### config.mk
export PLATFORM = sky130hd
export DESIGN_NAME = i2c_master_register_access_top
export DESIGN_NICKNAME = d
export VERILOG_FILES = /design/src/i2cm_pkg.sv /design/src/i2cm_front.sv /design/src/i2cm_queue.sv /design/src/i2cm_seq.sv /design/src/i2c_master_register_access_top.sv
export SDC_FILE = /design/constraint.sdc
export NUM_CORES = 1
export LEC_CHECK = 0
export BUFFER_PORTS_ARGS = -buffer_cell sky130_fd_sc_hd__buf_4
export CAP_MARGIN = 25
export CORE_MARGIN = 4
export CORE_UTILIZATION = 65
export DETAILED_ROUTE_END_ITERATION = 10
export PLACE_DENSITY_LB_ADDON = 0.1
export SLEW_MARGIN = 0
export SYNTH_ARGS = -nofsm -noshare
export SYNTH_HDL_FRONTEND = slang
export SYNTH_SLANG_ARGS = --single-unit
### constraint.sdc
create_clock -name clk -period 10.6 [get_ports clk]
set_input_delay 0.53 -clock clk [delete_from_list [all_inputs] [get_ports clk]]
set_output_delay 0.53 -clock clk [all_outputs]
set_load 0.02 [all_outputs]
### src/i2cm_pkg.sv
// Shared types, codes and the segment programs of the I2C register-access master.
`default_nettype none
package i2cm_pkg;

  localparam int QDepth = 4;
  localparam int QPtrW  = $clog2(QDepth);
  localparam int QCntW  = $clog2(QDepth + 1);

  // Command codes
  localparam logic [2:0] OP_TICK = 3'd0;
  localparam logic [2:0] OP_WB   = 3'd1;
  localparam logic [2:0] OP_WW   = 3'd2;
  localparam logic [2:0] OP_RB   = 3'd3;
  localparam logic [2:0] OP_RW   = 3'd4;

  // Bus segments
  localparam logic [3:0] SEG_START   = 4'd0;
  localparam logic [3:0] SEG_RESTART = 4'd1;
  localparam logic [3:0] SEG_STOP    = 4'd2;
  localparam logic [3:0] SEG_ADDRW   = 4'd3;
  localparam logic [3:0] SEG_ADDRR   = 4'd4;
  localparam logic [3:0] SEG_REG     = 4'd5;
  localparam logic [3:0] SEG_HI      = 4'd6;
  localparam logic [3:0] SEG_LO      = 4'd7;
  localparam logic [3:0] SEG_RXA     = 4'd8;
  localparam logic [3:0] SEG_RXN     = 4'd9;

  localparam logic [3:0] PH_IDLE  = 4'd0;
  localparam logic [3:0] PH_FIRST = 4'd1;

  typedef logic [7:0][3:0] seg_row_t;

  // Element 0 is the first segment of the transaction
  localparam seg_row_t PROG_WB = {SEG_STOP, SEG_STOP, SEG_STOP, SEG_STOP,
                                  SEG_LO, SEG_REG, SEG_ADDRW, SEG_START};
  localparam seg_row_t PROG_WW = {SEG_STOP, SEG_STOP, SEG_STOP, SEG_LO,
                                  SEG_HI, SEG_REG, SEG_ADDRW, SEG_START};
  localparam seg_row_t PROG_RB = {SEG_STOP, SEG_STOP, SEG_RXN, SEG_ADDRR,
                                  SEG_RESTART, SEG_REG, SEG_ADDRW, SEG_START};
  localparam seg_row_t PROG_RW = {SEG_STOP, SEG_RXN, SEG_RXA, SEG_ADDRR,
                                  SEG_RESTART, SEG_REG, SEG_ADDRW, SEG_START};

  typedef struct packed {
    logic [2:0]  opcode;
    logic [6:0]  device_address;
    logic [7:0]  register_address;
    logic [15:0] write_data;
    logic        sda_sample;
  } in_item_t;

  typedef struct packed {
    logic        scl_level;
    logic        sda_pull_low;
    logic        busy_res;
    logic        done_res;
    logic        ack_ok;
    logic [15:0] read_word;
  } out_item_t;

  // Classified beat as it waits in the queue
  typedef struct packed {
    logic        is_cmd;
    logic [2:0]  op;
    logic [6:0]  dev;
    logic [7:0]  regad;
    logic [15:0] data;
    logic        sda;
  } q_entry_t;

  typedef struct packed {
    logic     push;
    q_entry_t entry;
  } q_push_t;

  typedef struct packed {
    logic     nonempty;
    q_entry_t entry;
  } q_head_t;

  function automatic logic [3:0] seg_lookup(input logic [2:0] op, input logic [2:0] idx);
    logic [3:0] seg;
    case (op)
      OP_WB:   seg = PROG_WB[idx];
      OP_WW:   seg = PROG_WW[idx];
      OP_RB:   seg = PROG_RB[idx];
      OP_RW:   seg = PROG_RW[idx];
      default: seg = PROG_WB[idx];
    endcase
    return seg;
  endfunction

endpackage
`default_nettype wire

### src/i2cm_front.sv
// Input side: accepts beats and classifies each as a command or a tick.
`default_nettype none
module i2cm_front (
  input  wire logic              clk,
  input  wire logic              rst_n,
  input  wire logic              in_valid,
  output logic                   in_stall,
  input  wire i2cm_pkg::in_item_t in_item,
  input  wire logic              q_full,
  output i2cm_pkg::q_push_t      push_o
);
  import i2cm_pkg::*;

  logic is_cmd;
  logic take;

  // Opcodes outside the command range act as ticks
  assign is_cmd = (in_item.opcode == OP_WB) || (in_item.opcode == OP_WW) ||
                  (in_item.opcode == OP_RB) || (in_item.opcode == OP_RW);

  assign in_stall = q_full;
  assign take     = in_valid && !q_full;

  always_comb begin
    push_o             = '0;
    push_o.push        = take;
    push_o.entry.is_cmd = is_cmd;
    push_o.entry.op    = is_cmd ? in_item.opcode : OP_TICK;
    push_o.entry.dev   = in_item.device_address;
    push_o.entry.regad = in_item.register_address;
    push_o.entry.data  = in_item.write_data;
    push_o.entry.sda   = in_item.sda_sample;
  end

  // Command beats carry a legal opcode into the queue
  a_cmd_op: assert property (@(posedge clk) disable iff (!rst_n)
    push_o.push && push_o.entry.is_cmd |-> push_o.entry.op != OP_TICK)
    else $error("command beat lost its opcode");
  a_stall_full: assert property (@(posedge clk) disable iff (!rst_n)
    push_o.push |-> !q_full)
    else $error("push into a full queue");
  a_tick_op: assert property (@(posedge clk) disable iff (!rst_n)
    push_o.push && !push_o.entry.is_cmd |-> push_o.entry.op == OP_TICK)
    else $error("tick beat carries a command code");

endmodule
`default_nettype wire

### src/i2cm_queue.sv
// Short FIFO between the classifier and the bus sequencer.
`default_nettype none
module i2cm_queue (
  input  wire logic              clk,
  input  wire logic              rst_n,
  input  wire i2cm_pkg::q_push_t push_i,
  input  wire logic              pop,
  output logic                   full,
  output i2cm_pkg::q_head_t      head_o
);
  import i2cm_pkg::*;

  q_entry_t          mem_r [QDepth];
  logic [QPtrW-1:0]  wr_ptr_r, wr_ptr_nxt;
  logic [QPtrW-1:0]  rd_ptr_r, rd_ptr_nxt;
  logic [QCntW-1:0]  count_r, count_nxt;
  logic              do_pop;

  assign full   = (count_r == QCntW'(QDepth));
  assign do_pop = pop && (count_r != '0);

  always_comb begin
    wr_ptr_nxt = wr_ptr_r;
    rd_ptr_nxt = rd_ptr_r;
    count_nxt  = count_r;
    if (push_i.push) begin
      wr_ptr_nxt = wr_ptr_r + 1'b1;
    end
    if (do_pop) begin
      rd_ptr_nxt = rd_ptr_r + 1'b1;
    end
    if (push_i.push && !do_pop) begin
      count_nxt = count_r + 1'b1;
    end else if (!push_i.push && do_pop) begin
      count_nxt = count_r - 1'b1;
    end
  end

  always_ff @(posedge clk) begin
    if (!rst_n) begin
      wr_ptr_r <= '0;
      rd_ptr_r <= '0;
      count_r  <= '0;
    end else begin
      wr_ptr_r <= wr_ptr_nxt;
      rd_ptr_r <= rd_ptr_nxt;
      count_r  <= count_nxt;
    end
  end

  always_ff @(posedge clk) begin
    if (push_i.push) begin
      mem_r[wr_ptr_r] <= push_i.entry;
    end
  end

  assign head_o.nonempty = (count_r != '0);
  assign head_o.entry    = mem_r[rd_ptr_r];

  a_count_range: assert property (@(posedge clk) disable iff (!rst_n)
    count_r <= QCntW'(QDepth))
    else $error("queue count out of range");
  a_no_overflow: assert property (@(posedge clk) disable iff (!rst_n)
    full && !do_pop |-> !push_i.push)
    else $error("queue overflow");
  a_ptr_gap: assert property (@(posedge clk) disable iff (!rst_n)
    count_r == '0 |-> wr_ptr_r == rd_ptr_r)
    else $error("empty queue with pointer gap");

endmodule
`default_nettype wire

### src/i2cm_seq.sv
// Bus sequencer: one queued beat per unstalled cycle runs SCL/SDA by segment program.
`default_nettype none
module i2cm_seq (
  input  wire logic               clk,
  input  wire logic               rst_n,
  input  wire logic [7:0]         tpp_cfg,
  input  wire i2cm_pkg::q_head_t  head_i,
  output logic                    pop,
  output logic                    out_valid,
  input  wire logic               out_stall,
  output i2cm_pkg::out_item_t     out_item
);
  import i2cm_pkg::*;

  logic [3:0]  phase_r, phase_nxt;
  logic [1:0]  quarter_r, quarter_nxt;
  logic [3:0]  bit_r, bit_nxt;
  logic [7:0]  tick_r, tick_nxt;
  logic [15:0] shift_r, shift_nxt;
  logic [2:0]  op_r, op_nxt;
  logic [6:0]  dev_r, dev_nxt;
  logic [7:0]  reg_r, reg_nxt;
  logic [15:0] data_r, data_nxt;
  logic        ack_r, ack_nxt;
  logic        out_valid_r;
  out_item_t   out_item_r;

  q_entry_t    e;
  out_item_t   res;
  logic        cmd_start, active, done;
  logic [2:0]  op_e;
  logic [6:0]  dev_e;
  logic [7:0]  reg_e;
  logic [15:0] data_e;
  logic [3:0]  phase_e, phase_m1, bit_e, bit_inc;
  logic [1:0]  q_e;
  logic [7:0]  tick_e, tpp;
  logic [15:0] shift_e;
  logic        ack_e;
  logic [3:0]  seg;
  logic        is_byte, is_tx, last, scl, pull;
  logic [7:0]  txbyte;
  logic [2:0]  bit_sel;

  assign e   = head_i.entry;
  assign pop = head_i.nonempty && (!out_valid_r || !out_stall);

  always_comb begin
    phase_nxt   = phase_r;
    quarter_nxt = quarter_r;
    bit_nxt     = bit_r;
    tick_nxt    = tick_r;
    shift_nxt   = shift_r;
    op_nxt      = op_r;
    dev_nxt     = dev_r;
    reg_nxt     = reg_r;
    data_nxt    = data_r;
    ack_nxt     = ack_r;

    cmd_start = e.is_cmd && (phase_r == PH_IDLE);
    active    = (phase_r != PH_IDLE) || cmd_start;

    // A new command starts from a fresh context in this same beat
    op_e    = cmd_start ? e.op    : op_r;
    dev_e   = cmd_start ? e.dev   : dev_r;
    reg_e   = cmd_start ? e.regad : reg_r;
    data_e  = cmd_start ? e.data  : data_r;
    phase_e = cmd_start ? PH_FIRST : phase_r;
    q_e     = cmd_start ? 2'd0 : quarter_r;
    bit_e   = cmd_start ? 4'd0 : bit_r;
    tick_e  = cmd_start ? 8'd0 : tick_r;
    shift_e = cmd_start ? 16'd0 : shift_r;
    ack_e   = cmd_start ? 1'b1 : ack_r;

    phase_m1 = phase_e - 4'd1;
    seg      = seg_lookup(op_e, phase_m1[2:0]);
    is_byte  = (seg >= SEG_ADDRW);
    is_tx    = is_byte && (seg <= SEG_LO);

    case (seg)
      SEG_ADDRW: txbyte = {dev_e, 1'b0};
      SEG_ADDRR: txbyte = {dev_e, 1'b1};
      SEG_REG:   txbyte = reg_e;
      SEG_HI:    txbyte = data_e[15:8];
      SEG_LO:    txbyte = data_e[7:0];
      default:   txbyte = 8'd0;
    endcase
    bit_sel = 3'd7 - bit_e[2:0];

    if (seg == SEG_START || seg == SEG_RESTART) begin
      scl  = (q_e == 2'd0) ? (seg == SEG_START) : (q_e != 2'd3);
      pull = (q_e >= 2'd2);
    end else if (seg == SEG_STOP) begin
      scl  = (q_e != 2'd0);
      pull = (q_e < 2'd2);
    end else begin
      scl = (q_e == 2'd1) || (q_e == 2'd2);
      if (bit_e < 4'd8) begin
        pull = is_tx && !txbyte[bit_sel];
      end else begin
        pull = (seg == SEG_RXA);
      end
    end

    tpp  = (tpp_cfg == 8'd0) ? 8'd1 : tpp_cfg;
    last = ({1'b0, tick_e} + 9'd1) >= {1'b0, tpp};

    // Sample SDA on the last tick of the second high quarter
    if (last && q_e == 2'd2 && is_byte) begin
      if (is_tx && bit_e >= 4'd8 && e.sda) begin
        ack_e = 1'b0;
      end
      if (!is_tx && bit_e < 4'd8) begin
        shift_e = {shift_e[14:0], e.sda};
      end
    end

    done    = 1'b0;
    bit_inc = bit_e + 4'd1;
    if (last) begin
      tick_e = 8'd0;
      if (q_e == 2'd3) begin
        q_e   = 2'd0;
        bit_e = bit_inc;
        if (bit_inc >= (is_byte ? 4'd9 : 4'd1)) begin
          bit_e = 4'd0;
          if (seg == SEG_STOP) begin
            done    = 1'b1;
            phase_e = PH_IDLE;
          end else begin
            phase_e = phase_e + 4'd1;
          end
        end
      end else begin
        q_e = q_e + 2'd1;
      end
    end else begin
      tick_e = tick_e + 8'd1;
    end

    res           = '0;
    res.scl_level = 1'b1;
    if (active) begin
      res.scl_level    = scl;
      res.sda_pull_low = pull;
      res.busy_res     = (phase_e != PH_IDLE);
      res.done_res     = done;
      res.ack_ok       = done && ack_e;
      if (done && op_e == OP_RB) begin
        res.read_word = {8'd0, shift_e[7:0]};
      end else if (done && op_e == OP_RW) begin
        res.read_word = shift_e;
      end
    end

    if (pop && active) begin
      phase_nxt   = phase_e;
      quarter_nxt = q_e;
      bit_nxt     = bit_e;
      tick_nxt    = tick_e;
      shift_nxt   = shift_e;
      ack_nxt     = ack_e;
      op_nxt      = op_e;
      dev_nxt     = dev_e;
      reg_nxt     = reg_e;
      data_nxt    = data_e;
    end
  end

  always_ff @(posedge clk) begin
    if (!rst_n) begin
      phase_r     <= PH_IDLE;
      quarter_r   <= '0;
      bit_r       <= '0;
      tick_r      <= '0;
      shift_r     <= '0;
      op_r        <= OP_TICK;
      ack_r       <= 1'b1;
      out_valid_r <= 1'b0;
    end else begin
      phase_r   <= phase_nxt;
      quarter_r <= quarter_nxt;
      bit_r     <= bit_nxt;
      tick_r    <= tick_nxt;
      shift_r   <= shift_nxt;
      op_r      <= op_nxt;
      ack_r     <= ack_nxt;
      if (pop) begin
        out_valid_r <= 1'b1;
      end else if (!out_stall) begin
        out_valid_r <= 1'b0;
      end
    end
  end

  // Payload: hold the command and the result beat
  always_ff @(posedge clk) begin
    dev_r  <= dev_nxt;
    reg_r  <= reg_nxt;
    data_r <= data_nxt;
    if (pop) begin
      out_item_r <= res;
    end
  end

  assign out_valid = out_valid_r;
  assign out_item  = out_item_r;

  a_done_idle: assert property (@(posedge clk) disable iff (!rst_n)
    out_valid_r && out_item_r.done_res |-> !out_item_r.busy_res)
    else $error("done reported while still busy");
  a_idle_clean: assert property (@(posedge clk) disable iff (!rst_n)
    phase_r == PH_IDLE |-> quarter_r == 2'd0 && bit_r == 4'd0 && tick_r == 8'd0)
    else $error("idle with stale bit counters");
  a_bit_range: assert property (@(posedge clk) disable iff (!rst_n)
    bit_r <= 4'd8)
    else $error("bit index past the ack slot");
  a_phase_range: assert property (@(posedge clk) disable iff (!rst_n)
    phase_r <= 4'd8)
    else $error("segment number out of range");
  a_ack_done_only: assert property (@(posedge clk) disable iff (!rst_n)
    out_valid_r && out_item_r.ack_ok |-> out_item_r.done_res)
    else $error("ack status outside done beat");

endmodule
`default_nettype wire

### src/i2c_master_register_access_top.sv
// Top level of the I2C register-access master: classifier, queue and bus sequencer.
//
//  Channel  Ports                          Beat
//  -------  -----------------------------  ----------------------------------------
//  input    in_valid, in_stall, in_item    command or tick, one bus tick per beat
//  result   out_valid, out_stall, out_item SCL/SDA levels, busy, done, ack, read data
//  config   cfg_we, cfg_wdata              ticks per quarter bit phase
//
// One beat per clock unless the result stalls; the queue is written at the accepting
// edge and the sequencer step then loads the result register from the queue head.
// The four-entry queue and result register take up to five beats in a result stall.
// Reset, synchronous and active low, leaves the bus idle with ticks per phase at one.
`default_nettype none
module i2c_master_register_access_top (
  input  wire logic                clk,
  input  wire logic                rst_n,
  input  wire logic                in_valid,
  output logic                     in_stall,
  input  wire i2cm_pkg::in_item_t  in_item,
  output logic                     out_valid,
  input  wire logic                out_stall,
  output i2cm_pkg::out_item_t      out_item,
  input  wire logic                cfg_we,
  input  wire logic [7:0]          cfg_wdata
);
  import i2cm_pkg::*;

  logic [7:0] tpp_r;
  q_push_t    push;
  q_head_t    head;
  logic       q_full;
  logic       pop;

  always_ff @(posedge clk) begin
    if (!rst_n) begin
      tpp_r <= 8'd1;
    end else if (cfg_we) begin
      tpp_r <= cfg_wdata;
    end
  end

  i2cm_front u_front (
    .clk      (clk),
    .rst_n    (rst_n),
    .in_valid (in_valid),
    .in_stall (in_stall),
    .in_item  (in_item),
    .q_full   (q_full),
    .push_o   (push)
  );

  i2cm_queue u_queue (
    .clk    (clk),
    .rst_n  (rst_n),
    .push_i (push),
    .pop    (pop),
    .full   (q_full),
    .head_o (head)
  );

  i2cm_seq u_seq (
    .clk       (clk),
    .rst_n     (rst_n),
    .tpp_cfg   (tpp_r),
    .head_i    (head),
    .pop       (pop),
    .out_valid (out_valid),
    .out_stall (out_stall),
    .out_item  (out_item)
  );

endmodule
`default_nettype wire
; ---- Word level (Yosys, flattened, before mapping)
; Memories as Yosys holds them, arrays and structs flattened. A register that Yosys moved wholly into a read port is not among the register bits.
; Index checks and enable logic that the tools add are counted.
[classes]
addsub = 11
n_lt_le_gt_ge = 10
eq_ne = 21
muxes = 55
bitwise_logic = 2
n_reduce_logical = 41
[ops]
columns = operator, n
row1 = $mux 16, 4
row2 = $mux 4, 14
row3 = $mux 8, 6
row4 = $pmux 8 s5, 1
row5 = $mux 1, 18
row6 = $logic_and 1x1->1, 17
row7 = $eq 4x3->1 const B, 4
row8 = $eq 3x2->1 const B, 4
row9 = $mux 3, 4
row10 = $pmux 4 s3, 1
row11 = $mux 2, 5
row12 = $add 8x1->9 const B, 1
row13 = $eq 3x3->1 const B, 3
row14 = $ge 9x8->1, 1
row15 = $add 4x1->4 const B, 2
row16 = $add 8x1->8 const B, 1
row17 = $eq 4x2->1 const B, 2
row18 = $logic_not 4->1, 2
row19 = $logic_not 8->1, 1
row20 = $lt 3x4->1 const B, 2
row21 = $reduce_bool 4->1, 2
row22 = $logic_not 1->1, 7
row23 = $logic_or 1x1->1, 7
row24 = $mux 7, 1
row25 = 24 further kinds, 30
[word_totals]
reg_bits = 106
ramBits = 144
rom_bits = 128
input_bits = 48
output_inout_bits = 23
word_cells = 167
n_memories = 5
[mem_list]
columns = name, depth, word_bits, rd, rd_ports_with_merged_regs, wr, line_no
row1 = u_queue.mem_r, 4, 36, 1, 1, 1, i2cm_queue.sv:13  ; q_entry_t mem_r [QDepth];
row2 = (name not given), 8, 4, 1, 0, 0, i2cm_pkg.sv:83  ; OP_WB: seg = PROG_WB[idx];
row3 = (name not given), 8, 4, 1, 0, 0, i2cm_pkg.sv:84  ; OP_WW: seg = PROG_WW[idx];
row4 = (name not given), 8, 4, 1, 0, 0, i2cm_pkg.sv:85  ; OP_RB: seg = PROG_RB[idx];
row5 = (name not given), 8, 4, 1, 0, 0, i2cm_pkg.sv:86  ; OP_RW: seg = PROG_RW[idx];

; ---- Depth between registers and ports, before layout
[logic_depth]
word_depth = 16
mapped_depth = 26
ltp_nobuf = 20

; ---- Modules after synthesis
; A second synthesis with hierarchy kept.
[hier_totals]
cells_unflattened = 901
area_unflattened_um2 = 11755.0
[modules_own_cells]
columns = mod, instances, cells_each, area_per_inst_um2, seq_area_each_um2
row1 = i2cm_queue, 1, 231, 5725.5, 4504.3
row2 = i2cm_seq, 1, 604, 5426.5, 2342.2
row3 = i2cm_front, 1, 41, 304.0, 0.0
row4 = i2c_master_register_access_top, 1, 25, 299.0, 160.2

; ---- Worst setup path after synthesis
; OpenSTA, ideal clock, no wires.
[synth_path]
kind = reg-to-reg
start = mem u_queue.mem_r[3][35] in the netlist's numbering
end = reg u_seq.out_item_r (netlist bit u_seq.out_item[7]) (data pin)
setup_ps = 270
arrival_time_ps = 5254
t_required_ps = 10330
path_slack_ps = 5075
path_stages_with_launch = 25
path_buffers = 7
synth_period_minus_slack_ps = 5525
path_cell_list = edfxtp_1 -> buf_6 -> mux4_2 -> nand2_2 -> buf_6 -> clkbuf_1 -> clkbuf_1 -> clkbuf_1 -> and2_1 -> ha_1 -> nand3_1 -> xor2_1 -> nor2_1 -> ha_1 -> nand4_1 -> nor2_1 -> a211o_1 -> a21o_1 -> a21o_1 -> a2111oi_2 -> nand4b_1 -> buf_4 -> buf_2 -> mux2i_1 -> nor2_1
[synth_lines]
columns = element, line_no
row1 = from (decl), i2cm_queue.sv:13
row2 = to (signal assigned), i2cm_seq.sv:202  ; out_item_r <= res;
row3 = to (decl), i2cm_seq.sv:26  ; out_item_t out_item_r;

==> summary.md <==
| Metric | Value |
|---|---|
| Vias | `7,507` |
| Final Cycle Share | `60.4%` |
| Worst Setup Path Type | `reg -> reg` |
| Status | `completed` |
| Clock network latency to the later pin of the worst-skew pair | `0.53 ns` |
| Number of port buffers | `70` |
| H-tree depth | `1` |
| CTS Hold Bufs | `0` |
| Placed Instances | `1,173` |
| Chip Height | `141 um` |
| Wirelength per Cell | `19.6 um` |
| Synth Area per Inst | `12.5 um^2` |
| Crit-path max FO | `50` |
| CTS max path bufs | `3` |
| First drt pass iteration count | `7` |
| Area growth from synthesis to layout | `12.1%` |
| Total GRT Usage | `24.3%` |
| Hold WC Path Type | `in -> reg` |
| Final setup viols | `0` |
| Static Leak | `4.76 nW` |
| Share of the synthesized area in the top cell type | `50.9%` |
| Fmax | `0.156 GHz` |
| Max cap viols | `0` |
| Crit. End Element | `flip-flop` |
| Clock transition at path regs | `0.06 ns` |
| Yosys warns | `0` |
| FFs w/ async S/R, synth | `0%` |
| Post-synthesis cell type count | `74` |
| Slowest CP cell | `nand2_2` |
| Final Max Tran Viols | `0` |
| Global-route wire length before repair | `39,100 um` |
| Yosys reg bits | `252` |
| Post-synth EDFFs | `196` |
| Relative slew slack | `36.1%` |
| Post-Layout Cell Count | `1,220` |
| Final GP Congestion | `0.876` |
| Final ANT Viol Nets | `0` |
| Starting density of the core | `66.6%` |
| PwrDens | `269 nW/um^2` |
| Core area | `17,400 um^2` |
| Actual slew at the worst max-slew pin | `0.956 ns` |
| Skew final | `0.00752 ns` |
| Syn_nets | `995` |
| Initial antenna violation count | `0` |
| Clock Sinks | `252` |
| Remaining global-route overflow | `0` |
| Most used DFF post-synth | `edfxtp_1` |
| N_diodes | `0` |
| Pin count of the biggest net entering global routing | `60` |
| DR iter-0 viols | `738` |
| DR vias/cell | `6.15` |
| Pre-CTS setup slack | `4.26 ns` |
| CTS tree | `done` |
| TritonCTS Buffers | `25` |
| WP data arrival | `6.86 ns` |
| CP max stage delay | `0.73 ns` |
| Clock root cell | `clkbuf_16` |
| Register area share after synthesis | `60.7%` |
| Share of cells above drive strength 1 | `17.4%` |
| Chip Width | `141 um` |
| Pwr Total | `3.49 mW` |
| Worst setup SP type | `flip-flop` |
| # DRC | `0` |
| Hold Fails Final Rpt | `0` |
| Critical Path RT | `11.06 ns` |
| Final Net Count | `1,049` |
| Most frequent CP cell | `nand2_1` |
| Io pins | `71` |
| Rows | `48` |
| Post-CTS Resized | `0` |
| Post-Syn Instances | `922` |
| Setup TNS | `0 ns` |
| RSZ-0062 raised after global routing | `no` |
| Routed WL | `23,900 um` |
| Detailed Place HPWL | `14,800 um` |
| Worst setup margin | `4.19 ns` |
| Period minus WS final | `6.41 ns` |
| Peak VDD IR | `0.161 mV` |
| Cell area after technology mapping | `11,600 um^2` |
| Area contributors post-synth | `edfxtp_1 51%, dfxtp_1 9.7%, mux4_2 5.8%` |
| Vias in the first global route | `7,605` |
| Most area-hungry cell type in the Yosys netlist | `edfxtp_1` |
| Die ar. | `20,000 um^2` |
| Post-CTS Setup Bufs | `0` |
| Critical Path, Cell by Cell | `buf_4 > mux4_2 > nand2_2 > nand2_1 > inv_1 > ha_1 > nand3_1 > xor2_1 > nor2_1 > ha_1 > nand4_1 > nor2_1 > a211o_1 > a21o_1 > a21o_1 > a2111oi_2 > buf_4 > nand4b_1 > nand2_1 > nand2_1 > a22oi_1 > nor2b_1` |
==> cell usage in the layout, fill, tap and decap left out, drive strengths merged, types with 8 or more instances in the layout <==
cell type	n
edfxtp	196
nand2	139
buf	82
nor2	57
dfxtp	56
o21ai	39
nand3	34
nor2b	34
mux2i	31
mux4	30
clkbuf	30
inv	27
a21oi	25
ha	24
a22oi	22
and2	16
a21boi	15
clkinv	14
nor3	10
xnor2	9
nand4	8
o211ai	8
==> power breakdown <==
group	switching (mW)	internal (mW)	leakage (nW)
combinational	0.836	0.453	2.10
sequential	0.0661	1.31	2.28
clock	0.361	0.460	0.375
total	1.26	2.22	4.76
==> registers in the layout, indices dropped and copies added, names as in the netlist, 7 cells and up, named ones only <==
register and count:
u_queue.mem_r 144, u_seq.out_item 21, u_seq.data_r 16, u_seq.shift_r 16
tpp_r 8, u_seq.reg_r 8, u_seq.tick_r 8, u_seq.dev_r 7
==> kinds of logic after synthesis <==
family / synth area share (%)
and+or+nand+nor: 14.0
adders and majority gates: 2.77
buffers and inverters: 3.22
DFF: 60.7
AOI/OAI and AO/OA: 9.31
xor gates and xnor gates: 1.06
muxes: 8.96
==> synthesized netlist by cell type, drive strengths merged (24+ instances only) <==
library cell	instances
clkbuf	27
ha	24
o21ai	39
a21oi	25
nor2b	34
inv	25
dfxtp	56
edfxtp	196
mux4	30
nor2	57
nand2	139
buf	28
nand3	34
mux2i	31
==> metal layers <==
layer	global-route usage, %	wire length (um)	part of all wire [%]
met3	3.17	1600	6.7
met2	42.9	12200	51
met4	8.01	799	3.3
met1	31.4	9300	39
met5	0	0	0
==> area by class of cell <==
| cell class | count | area [um^2] |
|---|---|---|
| clock inverter | 16 | 114 |
| fill | 1124 | 4410 |
| tap | 225 | 282 |
| multi-input combinational | 589 | 4170 |
| clock buffer | 30 | 644 |
| timing repair buffer | 82 | 631 |
| inverter | 26 | 97.6 |
| sequential | 252 | 7010 |
==> metrics by stage <==
| step | utilization [%] | cell area, um^2 | hold WS [ns] |
|---|---|---|---|
| 2_1_floorplan | - | 11600 | 0.440 |
| 3_3_place_gp | 70.1 | 12200 | 0.462 |
| 3_5_place_dp | 70.2 | 12200 | 0.465 |
| 4_1_cts | 74.5 | 12900 | 0.182 |
| 5_1_grt | 74.6 | 13000 | 0.182 |
| 6_report | 74.6 | 13000 | 0.195 |
==> critical path: cells and delay by family, from the launching register on <==
family	cells	cell delay [ns]
AND/OR/NAND/NOR	10	2.51
AO/OA/AOI/OAI	5	1.21
buffers and inverters	3	1.01
multiplexers	1	0.67
adder cells (fa/ha/maj)	2	0.48
flip-flops	1	0.31
XOR/XNOR	1	0.16
==> final timing paths <==
path	cells past startpoint	from	to	slack, ns
max	22	flip-flop	u_seq.shift_r[11]	4.19
min	1	in_item[30]	u_queue.mem_r[2][30]	0.20
max reg2reg	22	flip-flop	u_seq.shift_r[11]	4.19
min reg2reg	2	u_seq.op_r[2]	u_seq.op_r[2]	0.48
Power figures use the tool's default switching activity.
